===== src/design/sss_pkg.sv =====
`timescale 1ns / 1ps
// ---------------------------------------------------------------------------
// sss_pkg: shared types and constants for the small set store
// Opcodes, status codes, field widths and the controller/datapath command.
// ---------------------------------------------------------------------------
package sss_pkg;

  localparam int DEPTH_DEF = 16;

  localparam int VAL_W   = 32;
  localparam int OP_W    = 2;
  localparam int STAT_W  = 2;
  localparam int COUNT_W = 5;
  localparam int OUT_W   = 8;   // was_member + status + count, exactly one byte

  // opcode 3 is unused and behaves as a query
  localparam logic [OP_W-1:0] OP_INSERT = 2'd0;
  localparam logic [OP_W-1:0] OP_REMOVE = 2'd1;
  localparam logic [OP_W-1:0] OP_QUERY  = 2'd2;

  localparam logic [STAT_W-1:0] ST_DONE     = 2'd0;
  localparam logic [STAT_W-1:0] ST_NOCHANGE = 2'd1;
  localparam logic [STAT_W-1:0] ST_FULL     = 2'd2;

  // controller -> datapath
  typedef struct packed {
    logic load;   // capture input word, register compare vector
    logic exec;   // apply update, load result register
  } sss_cmd_t;

endpackage


===== src/design/sss_ctrl.sv =====
`timescale 1ns / 1ps
// ---------------------------------------------------------------------------
// sss_ctrl: sequencing for the small set store
// Two-state controller: take a word, then execute it once the result
// register can accept. Owns the result valid flag.
// ---------------------------------------------------------------------------
module sss_ctrl (
  input  logic             clk,
  input  logic             rst_n,
  input  logic             in_tvalid,
  output logic             in_tready,
  output logic             out_tvalid,
  input  logic             out_tready,
  output sss_pkg::sss_cmd_t cmd
);
  import sss_pkg::*;

  typedef enum logic [1:0] {
    S_IDLE = 2'b01,
    S_EXEC = 2'b10
  } state_t;

  state_t state_r, state_nxt;
  logic   out_vld_r, out_vld_nxt;

  always_comb begin
    cmd.load = (state_r == S_IDLE) && in_tvalid;
    cmd.exec = (state_r == S_EXEC) && (!out_vld_r || out_tready);
  end

  always_comb begin
    state_nxt = state_r;
    unique case (state_r)
      S_IDLE: begin
        if (in_tvalid) state_nxt = S_EXEC;
      end
      S_EXEC: begin
        if (cmd.exec) state_nxt = S_IDLE;
      end
      default: state_nxt = S_IDLE;
    endcase
  end

  always_comb begin
    out_vld_nxt = out_vld_r;
    if (cmd.exec) out_vld_nxt = 1'b1;
    else if (out_tready) out_vld_nxt = 1'b0;
  end

  always_ff @(posedge clk) begin
    if (!rst_n) begin
      state_r   <= S_IDLE;
      out_vld_r <= 1'b0;
    end else begin
      state_r   <= state_nxt;
      out_vld_r <= out_vld_nxt;
    end
  end

  assign in_tready  = (state_r == S_IDLE);
  assign out_tvalid = out_vld_r;

  // a new result must never overwrite one still waiting
  a_no_overwrite: assert property (@(posedge clk) disable iff (!rst_n)
    (out_vld_r && !out_tready) |-> !cmd.exec)
    else $error("result register overwritten while stalled");

endmodule


===== src/design/sss_dp.sv =====
`timescale 1ns / 1ps
// ---------------------------------------------------------------------------
// sss_dp: entry store, match compare and update logic
// Row of DEPTH registers with a per-entry comparator. Removal closes the
// gap by shifting every entry above the hit down by one in a single update.
// ---------------------------------------------------------------------------
module sss_dp #(
  parameter int DEPTH = sss_pkg::DEPTH_DEF
) (
  input  logic                       clk,
  input  logic                       rst_n,
  input  sss_pkg::sss_cmd_t          cmd,
  input  logic [sss_pkg::OP_W-1:0]   in_opcode,
  input  logic [sss_pkg::VAL_W-1:0]  in_value,
  output logic                       res_was_member,
  output logic [sss_pkg::STAT_W-1:0] res_status,
  output logic [sss_pkg::COUNT_W-1:0] res_count
);
  import sss_pkg::*;

  localparam int CW = $clog2(DEPTH + 1);
  localparam int IW = (DEPTH > 1) ? $clog2(DEPTH) : 1;

  logic [VAL_W-1:0]  entries_r [DEPTH];
  logic [VAL_W-1:0]  entries_nxt [DEPTH];
  logic [CW-1:0]     cnt_r, cnt_nxt;
  logic [OP_W-1:0]   op_r;
  logic [VAL_W-1:0]  val_r;
  logic [DEPTH-1:0]  match_r, match_nxt;

  logic              present;
  logic              full;
  logic [IW-1:0]     pos;
  logic              res_mem_r;
  logic [STAT_W-1:0] res_stat_r, res_stat_nxt;
  logic [COUNT_W-1:0] res_cnt_r;

  // per-entry compare, only live entries can hit
  always_comb begin
    for (int i = 0; i < DEPTH; i++) begin
      match_nxt[i] = (CW'(i) < cnt_r) && (entries_r[i] == in_value);
    end
  end

  // values are distinct, so at most one hit: OR the indices together
  always_comb begin
    pos = '0;
    for (int i = 0; i < DEPTH; i++) begin
      if (match_r[i]) pos = pos | IW'(i);
    end
  end

  assign present = |match_r;
  assign full    = (cnt_r == CW'(DEPTH));

  always_comb begin
    cnt_nxt      = cnt_r;
    res_stat_nxt = ST_DONE;
    for (int i = 0; i < DEPTH; i++) entries_nxt[i] = entries_r[i];
    case (op_r)
      OP_INSERT: begin
        if (present) begin
          res_stat_nxt = ST_NOCHANGE;
        end else if (full) begin
          res_stat_nxt = ST_FULL;
        end else begin
          for (int i = 0; i < DEPTH; i++) begin
            if (CW'(i) == cnt_r) entries_nxt[i] = val_r;
          end
          cnt_nxt = cnt_r + CW'(1);
        end
      end
      OP_REMOVE: begin
        if (!present) begin
          res_stat_nxt = ST_NOCHANGE;
        end else begin
          for (int i = 0; i + 1 < DEPTH; i++) begin
            if (IW'(i) >= pos) entries_nxt[i] = entries_r[i + 1];
          end
          cnt_nxt = cnt_r - CW'(1);
        end
      end
      default: res_stat_nxt = ST_DONE;  // query, unused code too
    endcase
  end

  always_ff @(posedge clk) begin
    if (cmd.load) begin
      op_r    <= in_opcode;
      val_r   <= in_value;
      match_r <= match_nxt;
    end
    if (cmd.exec) begin
      for (int i = 0; i < DEPTH; i++) entries_r[i] <= entries_nxt[i];
      res_mem_r  <= present;
      res_stat_r <= res_stat_nxt;
      res_cnt_r  <= COUNT_W'(cnt_nxt);
    end
  end

  always_ff @(posedge clk) begin
    if (!rst_n) begin
      cnt_r <= '0;
    end else if (cmd.exec) begin
      cnt_r <= cnt_nxt;
    end
  end

  assign res_was_member = res_mem_r;
  assign res_status     = res_stat_r;
  assign res_count      = res_cnt_r;

  a_cnt_bound: assert property (@(posedge clk) disable iff (!rst_n)
    cnt_r <= CW'(DEPTH))
    else $error("element count beyond store depth");

  a_full_only_when_full: assert property (@(posedge clk) disable iff (!rst_n)
    (cmd.exec && res_stat_nxt == ST_FULL) |-> full)
    else $error("full status with free entries");

  a_remove_shrinks: assert property (@(posedge clk) disable iff (!rst_n)
    (cmd.exec && op_r == OP_REMOVE && present) |=> cnt_r == $past(cnt_r) - CW'(1))
    else $error("remove of a member did not shrink the count");

endmodule


===== src/design/small_set_store.sv =====
`timescale 1ns / 1ps
// ---------------------------------------------------------------------------
// small_set_store: bounded set of distinct 32-bit values
// Insert / remove / query against a small register store with a count.
// ---------------------------------------------------------------------------
// Usage:
//   Input channel (in_*): one word per operation. in_tuser carries the
//   opcode (insert, remove, query; the unused code acts as a query),
//   in_tdata the 32-bit value.
//   Result channel (out_*): exactly one word per input word, in order:
//   was_member, status (done / no change / full) and the count afterwards.
//   Timing: a word is accepted, compared against all live entries in the
//   accept cycle, and applied in the execute state, when the result
//   register loads and out_tvalid rises. A new word is not accepted until
//   the current one has been applied. Removal shifts the tail of the store
//   down in a single update.
//   Stall: the result register holds while out_tready is low; the next
//   input word is still accepted and waits in its compare stage until
//   the result register frees up.
//   Reset: rst_n (synchronous, active low) empties the set and drops any
//   pending result. Entry contents are not cleared; only live entries
//   are ever compared.
// ---------------------------------------------------------------------------
module small_set_store #(
  parameter int DEPTH = sss_pkg::DEPTH_DEF
) (
  input  logic        clk,
  input  logic        rst_n,
  // input channel
  input  logic        in_tvalid,
  output logic        in_tready,
  input  logic [31:0] in_tdata,   // [31:0] value
  input  logic [1:0]  in_tuser,   // [1:0] opcode
  // result channel
  output logic        out_tvalid,
  input  logic        out_tready,
  output logic [7:0]  out_tdata   // [0] was_member, [2:1] status, [7:3] count
);
  import sss_pkg::*;

  sss_cmd_t           cmd;
  logic               res_was_member;
  logic [STAT_W-1:0]  res_status;
  logic [COUNT_W-1:0] res_count;

  sss_ctrl u_ctrl (
    .clk        (clk),
    .rst_n      (rst_n),
    .in_tvalid  (in_tvalid),
    .in_tready  (in_tready),
    .out_tvalid (out_tvalid),
    .out_tready (out_tready),
    .cmd        (cmd)
  );

  sss_dp #(
    .DEPTH (DEPTH)
  ) u_dp (
    .clk            (clk),
    .rst_n          (rst_n),
    .cmd            (cmd),
    .in_opcode      (in_tuser),
    .in_value       (in_tdata),
    .res_was_member (res_was_member),
    .res_status     (res_status),
    .res_count      (res_count)
  );

  // pack result word, first field in the low bits
  assign out_tdata = {res_count, res_status, res_was_member};

endmodule

===== config.mk =====
export PLATFORM = sky130hd
export DESIGN_NAME = small_set_store
export DESIGN_NICKNAME = d
export VERILOG_FILES = /design/src/design/sss_pkg.sv /design/src/design/sss_ctrl.sv /design/src/design/sss_dp.sv /design/src/design/small_set_store.sv
export SDC_FILE = /design/constraint.sdc
export NUM_CORES = 1
export LEC_CHECK = 0
export ABC_AREA = 1
export BUFFER_PORTS_ARGS = -buffer_cell sky130_fd_sc_hd__buf_2
export CORE_MARGIN = 2
export CORE_UTILIZATION = 60
export DETAILED_ROUTE_END_ITERATION = 10
export PLACE_DENSITY = 0.76
export SLEW_MARGIN = 20
export SYNTH_ARGS = -nofsm -noshare
export SYNTH_HDL_FRONTEND = slang
export SYNTH_SLANG_ARGS = --single-unit
export TNS_END_PERCENT = 20

===== constraint.sdc =====
create_clock -name clk -period 6.65 [get_ports clk]
set_input_delay 1.33 -clock clk [delete_from_list [all_inputs] [get_ports clk]]
set_output_delay 1.33 -clock clk [all_outputs]
set_load 0.05 [all_outputs]

== Yosys cells after proc, flatten, opt, wreduce, memory -nomap -nowiden ==
Memories as Yosys holds them, arrays and structs flattened.
Index checks and enable logic that the tools add are counted.

* Logic and storage cells: 171
* Memories kept: 1
* Bits in writable memories: 512
* Register bits after elaboration: 66
* Output and inout port bits: 10
* Input bits: 38

{| class="wikitable"
|+ Memory list
! memory !! depth !! width !! read ports !! clocked after Yosys merged registers in !! wr ports !! RTL line !! RTL
|-
| u_dp.entries_r || 16 || 32 || 16 || 0 || 16 || sss_dp.sv:24 || <nowiki>logic [VAL_W-1:0] entries_r [DEPTH];</nowiki>
|}

* Reduce and logical (&&, ||, !) cells: 25
* Add/sub/neg operators: 2
* Mux-type cells: 66
* Equal/unequal tests: 37
* Magnitude comparators: 31

{| class="wikitable"
|+ Operators with widths
! kind !! count
|-
| two-way mux 32 bit || 32
|-
| two-way mux 512 bit || 2
|-
| one-hot mux 480 bit (2 select lines) || 1
|-
| equality test 32 bit || 16
|-
| two-way mux 480 bit || 1
|-
| equality test 4 x 5 -> 1 bit (first input constant) || 8
|-
| < comparator 4 x 5 -> 1 bit (first input constant) || 8
|-
| two-way mux 4 bit || 8
|-
| greater-or-equal comparator 4 bit (first input constant) || 7
|-
| equality test 3 x 5 -> 1 bit (first input constant) || 4
|-
| < comparator 3 x 5 -> 1 bit (first input constant) || 4
|-
| logical AND 1 bit || 18
|-
| greater-or-equal comparator 3 x 4 -> 1 bit (first input constant) || 4
|-
| OR reduction 16 bit || 1
|-
| two-way mux 5 bit || 3
|-
| two-way mux 2 bit || 6
|-
| two-way mux 3 bit || 4
|-
| equality test 2 x 5 -> 1 bit (first input constant) || 2
|-
| < comparator 1 x 5 -> 1 bit (first input constant) || 2
|-
| < comparator 2 x 5 -> 1 bit (first input constant) || 2
|-
| one-hot mux 5 bit (2 select lines) || 1
|-
| greater-or-equal comparator 1 x 4 -> 1 bit (first input constant) || 2
|-
| greater-or-equal comparator 2 x 4 -> 1 bit (first input constant) || 2
|-
| one-hot mux 2 bit (2 select lines) || 2
|-
| other kinds (14) || 21
|}

== Depth between registers and ports, before layout ==
* Depth in word-level cells: 19
* Mapped depth: 12
* Depth with buffers taken out: 10

== Modules after synthesis ==
Synthesis repeated with hierarchy kept, for this count alone.

* Cells, all modules: 2997
* Area, all modules: 30389.1 um^2

{| class="wikitable"
|+ By module, submodules not included
! module !! cells each !! instances !! seq. area each (um^2) !! area an instance (um^2)
|-
| sss_dp || 2977 || 1 || 17216.5 || 30229.0
|-
| sss_ctrl || 19 || 1 || 60.1 || 152.6
|-
| small_set_store || 1 || 1 || 0.0 || 7.5
|}

== Worst setup path before layout ==
OpenSTA, ideal clock, no wires.

* Kind: input to register
* Start: input out_tready
* End: memory u_dp.entries_r[15][0] (enable)
* Cell stages on the path: 4
* Path slack: 1.380 ns
* Path buffers: 0
* Arrival time: 4.769 ns
* Setup time: 0.502 ns
* Required time: 6.148 ns
* Cell sequence: inv_1 nand2_1 nand2_1 nor4_1

{| class="wikitable"
|+ RTL lines
! item !! RTL line !! RTL
|-
| start, declared || small_set_store.sv:36 || <nowiki>input logic out_tready,</nowiki>
|-
| end, declared || sss_dp.sv:24 ||
|}

==> results.md <==
- Startpoint type of the worst setup path: flip-flop
- Post-synthesis register bit count: 578
- Primary flip-flop cell chosen by synthesis mapping: edfxtp_1
- Clock group share of total power: 41.5%
- Fraction of final layout cells with drive strength greater than 1: 11.9%
- Routed wirelength normalized by instance count: approximately 33 microns
- Count of standard-cell rows: 81
- Pin count of the biggest net entering global routing: 110
- DRC errors left: 0
- Count of distinct cell types in the synthesized netlist: between 40 and 50
- Data arrival, critical path: roughly 4.6 ns
- Switching part of the total power: 25.0%
- Post-route fraction of the period consumed by the critical path: 61.7%
- Min-delay worst type: flip-flop to flip-flop
- H-tree lvl count: 2
- Largest buffer count on any clock path: 3
- Internal reg-to-reg setup slack: 2.55 ns
- Part of the power in combinational logic: between 7 and 8%
- First-pass GRT wire length: about 160000 microns
- Share of synthesized area occupied by flip-flops and latches: ~58%
- Die boundary width: 228 microns
- Clock insertion delay at the later pin of the skew report: 0.67 ns
- Detailed-route wire length: 118000 microns
- Worst clock skew: about 0.039 ns
- Number of setup buffers added after CTS: 0
- Startpoint of the most critical register-to-register path: u_dp.cnt_r[0]$_SDFFE_PN0P_
- TritonCTS clock tree: built
- Netlist Area Pre-Place: 0.0300 sq mm
- Final GP Congestion: ~1.1
- Run status: finished, final reports clean
- Drt first-iter violations: 5140
- Power density over the cells: 248 mW/mm^2
- Count of buffers from port buffering: 47
- Die height: approximately 230 microns
- Unrepaired setup endpoints after global routing: no
- Cell at the root of the clock tree: clkbuf_16
- Total net switching power: 2000 uW
- Clk slew on worst S/H paths: 0.06 ns
- Maximum operating frequency: 244 MHz
- I/O pins: 48
- Worst Tran Pin Value: 1.25 ns
- Post-detailed-placement half-perimeter wirelength: around 76000 microns
- Final Hold Violating Endpoints: 0
- Worst-path fanout max: 35
- Hold Path Cell Cnt: 0
- Share of flip-flops with an asynchronous set or reset after synthesis: 0%
- Die Area: roughly 0.052 sq mm
- Number of global-route vias before repair: about 23000
- Number of gates resized after cts: 0
- Min setup slack post-route: 2.55 ns
- Global router's overall resource usage: a little under half
- Placeable core region: 0.0492 sq mm
- Detailed-routing iteration count for the pre-antenna-repair pass: 8
- Slew Limit Fails: 0
- Gr ovfl total: 0
- Yosys warning count: 0
- Slew HR: 16.0%
- Maximum Capacitance Violations: 0
- Worst IR Drop VDD: approximately 0.00024 V
- Via count: 24500
- Initial antenna violation count: 3
- Nets@finish: 2927
- Internal Pwr Total: 5990 uW
- P_leak: 0.0129 uW
- Number of setup violations in the final report: 0
- Min Clock Period, post-route: ~4.1 ns
- CP Capture Type: flip-flop
- Area growth, synth to finish: 7.47%
- WHS: 0.485 ns
- Starting density of the core: 61.1%
- Num CTS Buffers: 60
- Via/cell ratio: roughly 6.8
- Critical path type: flip-flop to flip-flop
- Sum of negative setup slack: 0 ns
- Worst Setup Slack post-DPL: 2.39 ns
- Number of synthesized flops with an enable pin: 570
- Mean instance size in the synthesized netlist: 10.3 sq um
- Hold Buf Count CTS: 0
- Residual antenna-violating net count after detailed routing: 0
- Net count after synthesis: between 2000 and 3000
- Worst EP required: 7.12 ns
- Critical R2R Capture: u_dp.entries_r[7][10]$_DFFE_PP_
- Post-synthesis instance total: 2916
- Hold-critical path endpoint: u_dp.entries_r[15][10]$_DFFE_PP_
- Worst-case reg-to-reg path depth: 6
- Hold Startpoint: u_dp.val_r[10]$_DFFE_PP_
- CTS Sinks: 578
- Register share of total power: 50.6%
[worst max path at each step]
stage | start | slack, ns | cells past startpoint | to
2_1_floorplan | out_tready | 1.38 | 4 | u_dp.entries_r[15][0]$_DFFE_PP_
3_3_place_gp | u_dp.cnt_r[0]$_SDFFE_PN0P_ | 2.53 | 6 | u_dp.entries_r[8][25]$_DFFE_PP_
3_5_place_dp | u_dp.cnt_r[0]$_SDFFE_PN0P_ | 2.39 | 6 | u_dp.entries_r[6][25]$_DFFE_PP_
4_1_cts | u_dp.cnt_r[0]$_SDFFE_PN0P_ | 2.43 | 6 | u_dp.entries_r[6][25]$_DFFE_PP_
5_1_grt | u_dp.cnt_r[0]$_SDFFE_PN0P_ | 2.43 | 6 | u_dp.entries_r[1][10]$_DFFE_PP_
6_report | u_dp.cnt_r[0]$_SDFFE_PN0P_ | 2.55 | 6 | u_dp.entries_r[7][10]$_DFFE_PP_
[per-stage QoR]
stage | cell area [sq um] | std cells | total power (uW) | utilization (%)
finish | 32300 | 3596 | 7990 | 65.6
global route | 32300 | 3595 | 8110 | 65.6
CTS | 32300 | 3595 | 7920 | 65.6
detailed placement | 30400 | 3486 | 4710 | 61.8
global placement | 30400 | 3486 | 4700 | 61.8
floorplan | 30000 | 2916 | 4470 | -
[flip-flops by register name, summed over array words and instances (netlist names)]
| register | cells |
|---|---|
| u_ctrl.state_r | 2 |
| u_dp.match_r | 16 |
| u_dp.res_status | 2 |
| u_dp.res_count | 5 |
| u_ctrl.out_tvalid | 1 |
| u_dp.entries_r | 512 |
| u_dp.op_r | 2 |
| u_dp.cnt_r | 5 |
| u_dp.res_was_member | 1 |
| u_dp.val_r | 32 |
[power groups by stage]
stage	combinational, uW	clock [uW]	sequential (uW)
after global routing	634	3430	4050
after detailed placement	583	0	4120
after floorplan	357	0	4110
after CTS	585	3290	4050
final	626	3320	4050
after global placement	574	0	4120
[cells in the final DEF, fill, tap and decap left out, drive strengths merged]
cell type and count:
clkinvlp 2, dfxtp 8, xor2 169, o221ai 1, ha 5, nor2 217, nand4 20, a31oi 4
a221oi 10, o21bai 1, nand3b 2, clkinv 35, diode 1, nor3 19, inv 306, nand2 650
edfxtp 570, o211ai 5, nor4 32, o22ai 207, or2 3, clkbuf 77, xnor2 101, o21ai 266
and3 1, a21oi 17, buf 78, nand3 119, nor3b 2, bufinv 4
[cell type report]
cell class,instances,area (sq um)
Sequential cell,578,17300
Fill cell,3912,16900
Multi-Input combinational cell,1851,10600
Clock buffer,77,1590
Inverter,315,1190
Tap cell,664,831
Timing Repair Buffer,78,468
Clock inverter,32,283
Antenna cell,1,2.50
[per-layer routing]
metal  vias up  routed length, microns  track usage (%)
met3       545                   22600             20.9
li1       9876                       -                -
met4         2                    8770             28.0
met1     11500                   41100             61.3
met5         -                      12                0
met2      2503                   45500             60.8
[cell usage after synthesis (all sizes together) (3+ instances only)]
library cell / instances / area, sq um
a221oi: 10 / 87.6
ha: 5 / 62.6
a31oi: 4 / 25.0
a21oi: 17 / 85.1
nor2: 217 / 881
or2: 3 / 18.8
edfxtp: 570 / 17100
dfxtp: 8 / 160
xor2: 169 / 1480
clkinv: 8 / 30.0
buf: 114 / 811
o22ai: 207 / 1290
nand3: 119 / 983
nor3: 19 / 100
inv: 307 / 1150
nand2: 650 / 2590
clkbuf: 58 / 219
xnor2: 101 / 885
o211ai: 5 / 37.5
o21ai: 266 / 1610
nor4: 32 / 200
nand4: 20 / 125
[worst max-delay path, cell delays in order, from the launching register on]
cell,delay (ns)
dfxtp_1,0.77
clkinv_1,0.51
ha_1,0.46
nand3_4,0.12
buf_4,0.73
nand3_1,0.84
o21ai_0,0.36
[kinds of logic (layout without fill, tap and decap cells)]
logic type / after synthesis / in the layout / synth area share, %
buf+inv: 487 / 502 / 7.37
flops: 578 / 578 / 57.6
other cells: 0 / 1 / 0
xor+xnor: 270 / 270 / 7.88
simple gates: 1065 / 1065 / 16.5
compound gates: 511 / 511 / 10.5
fa+ha+maj: 5 / 5 / 0.208
Note: power is estimated with default switching activity, not from simulation.
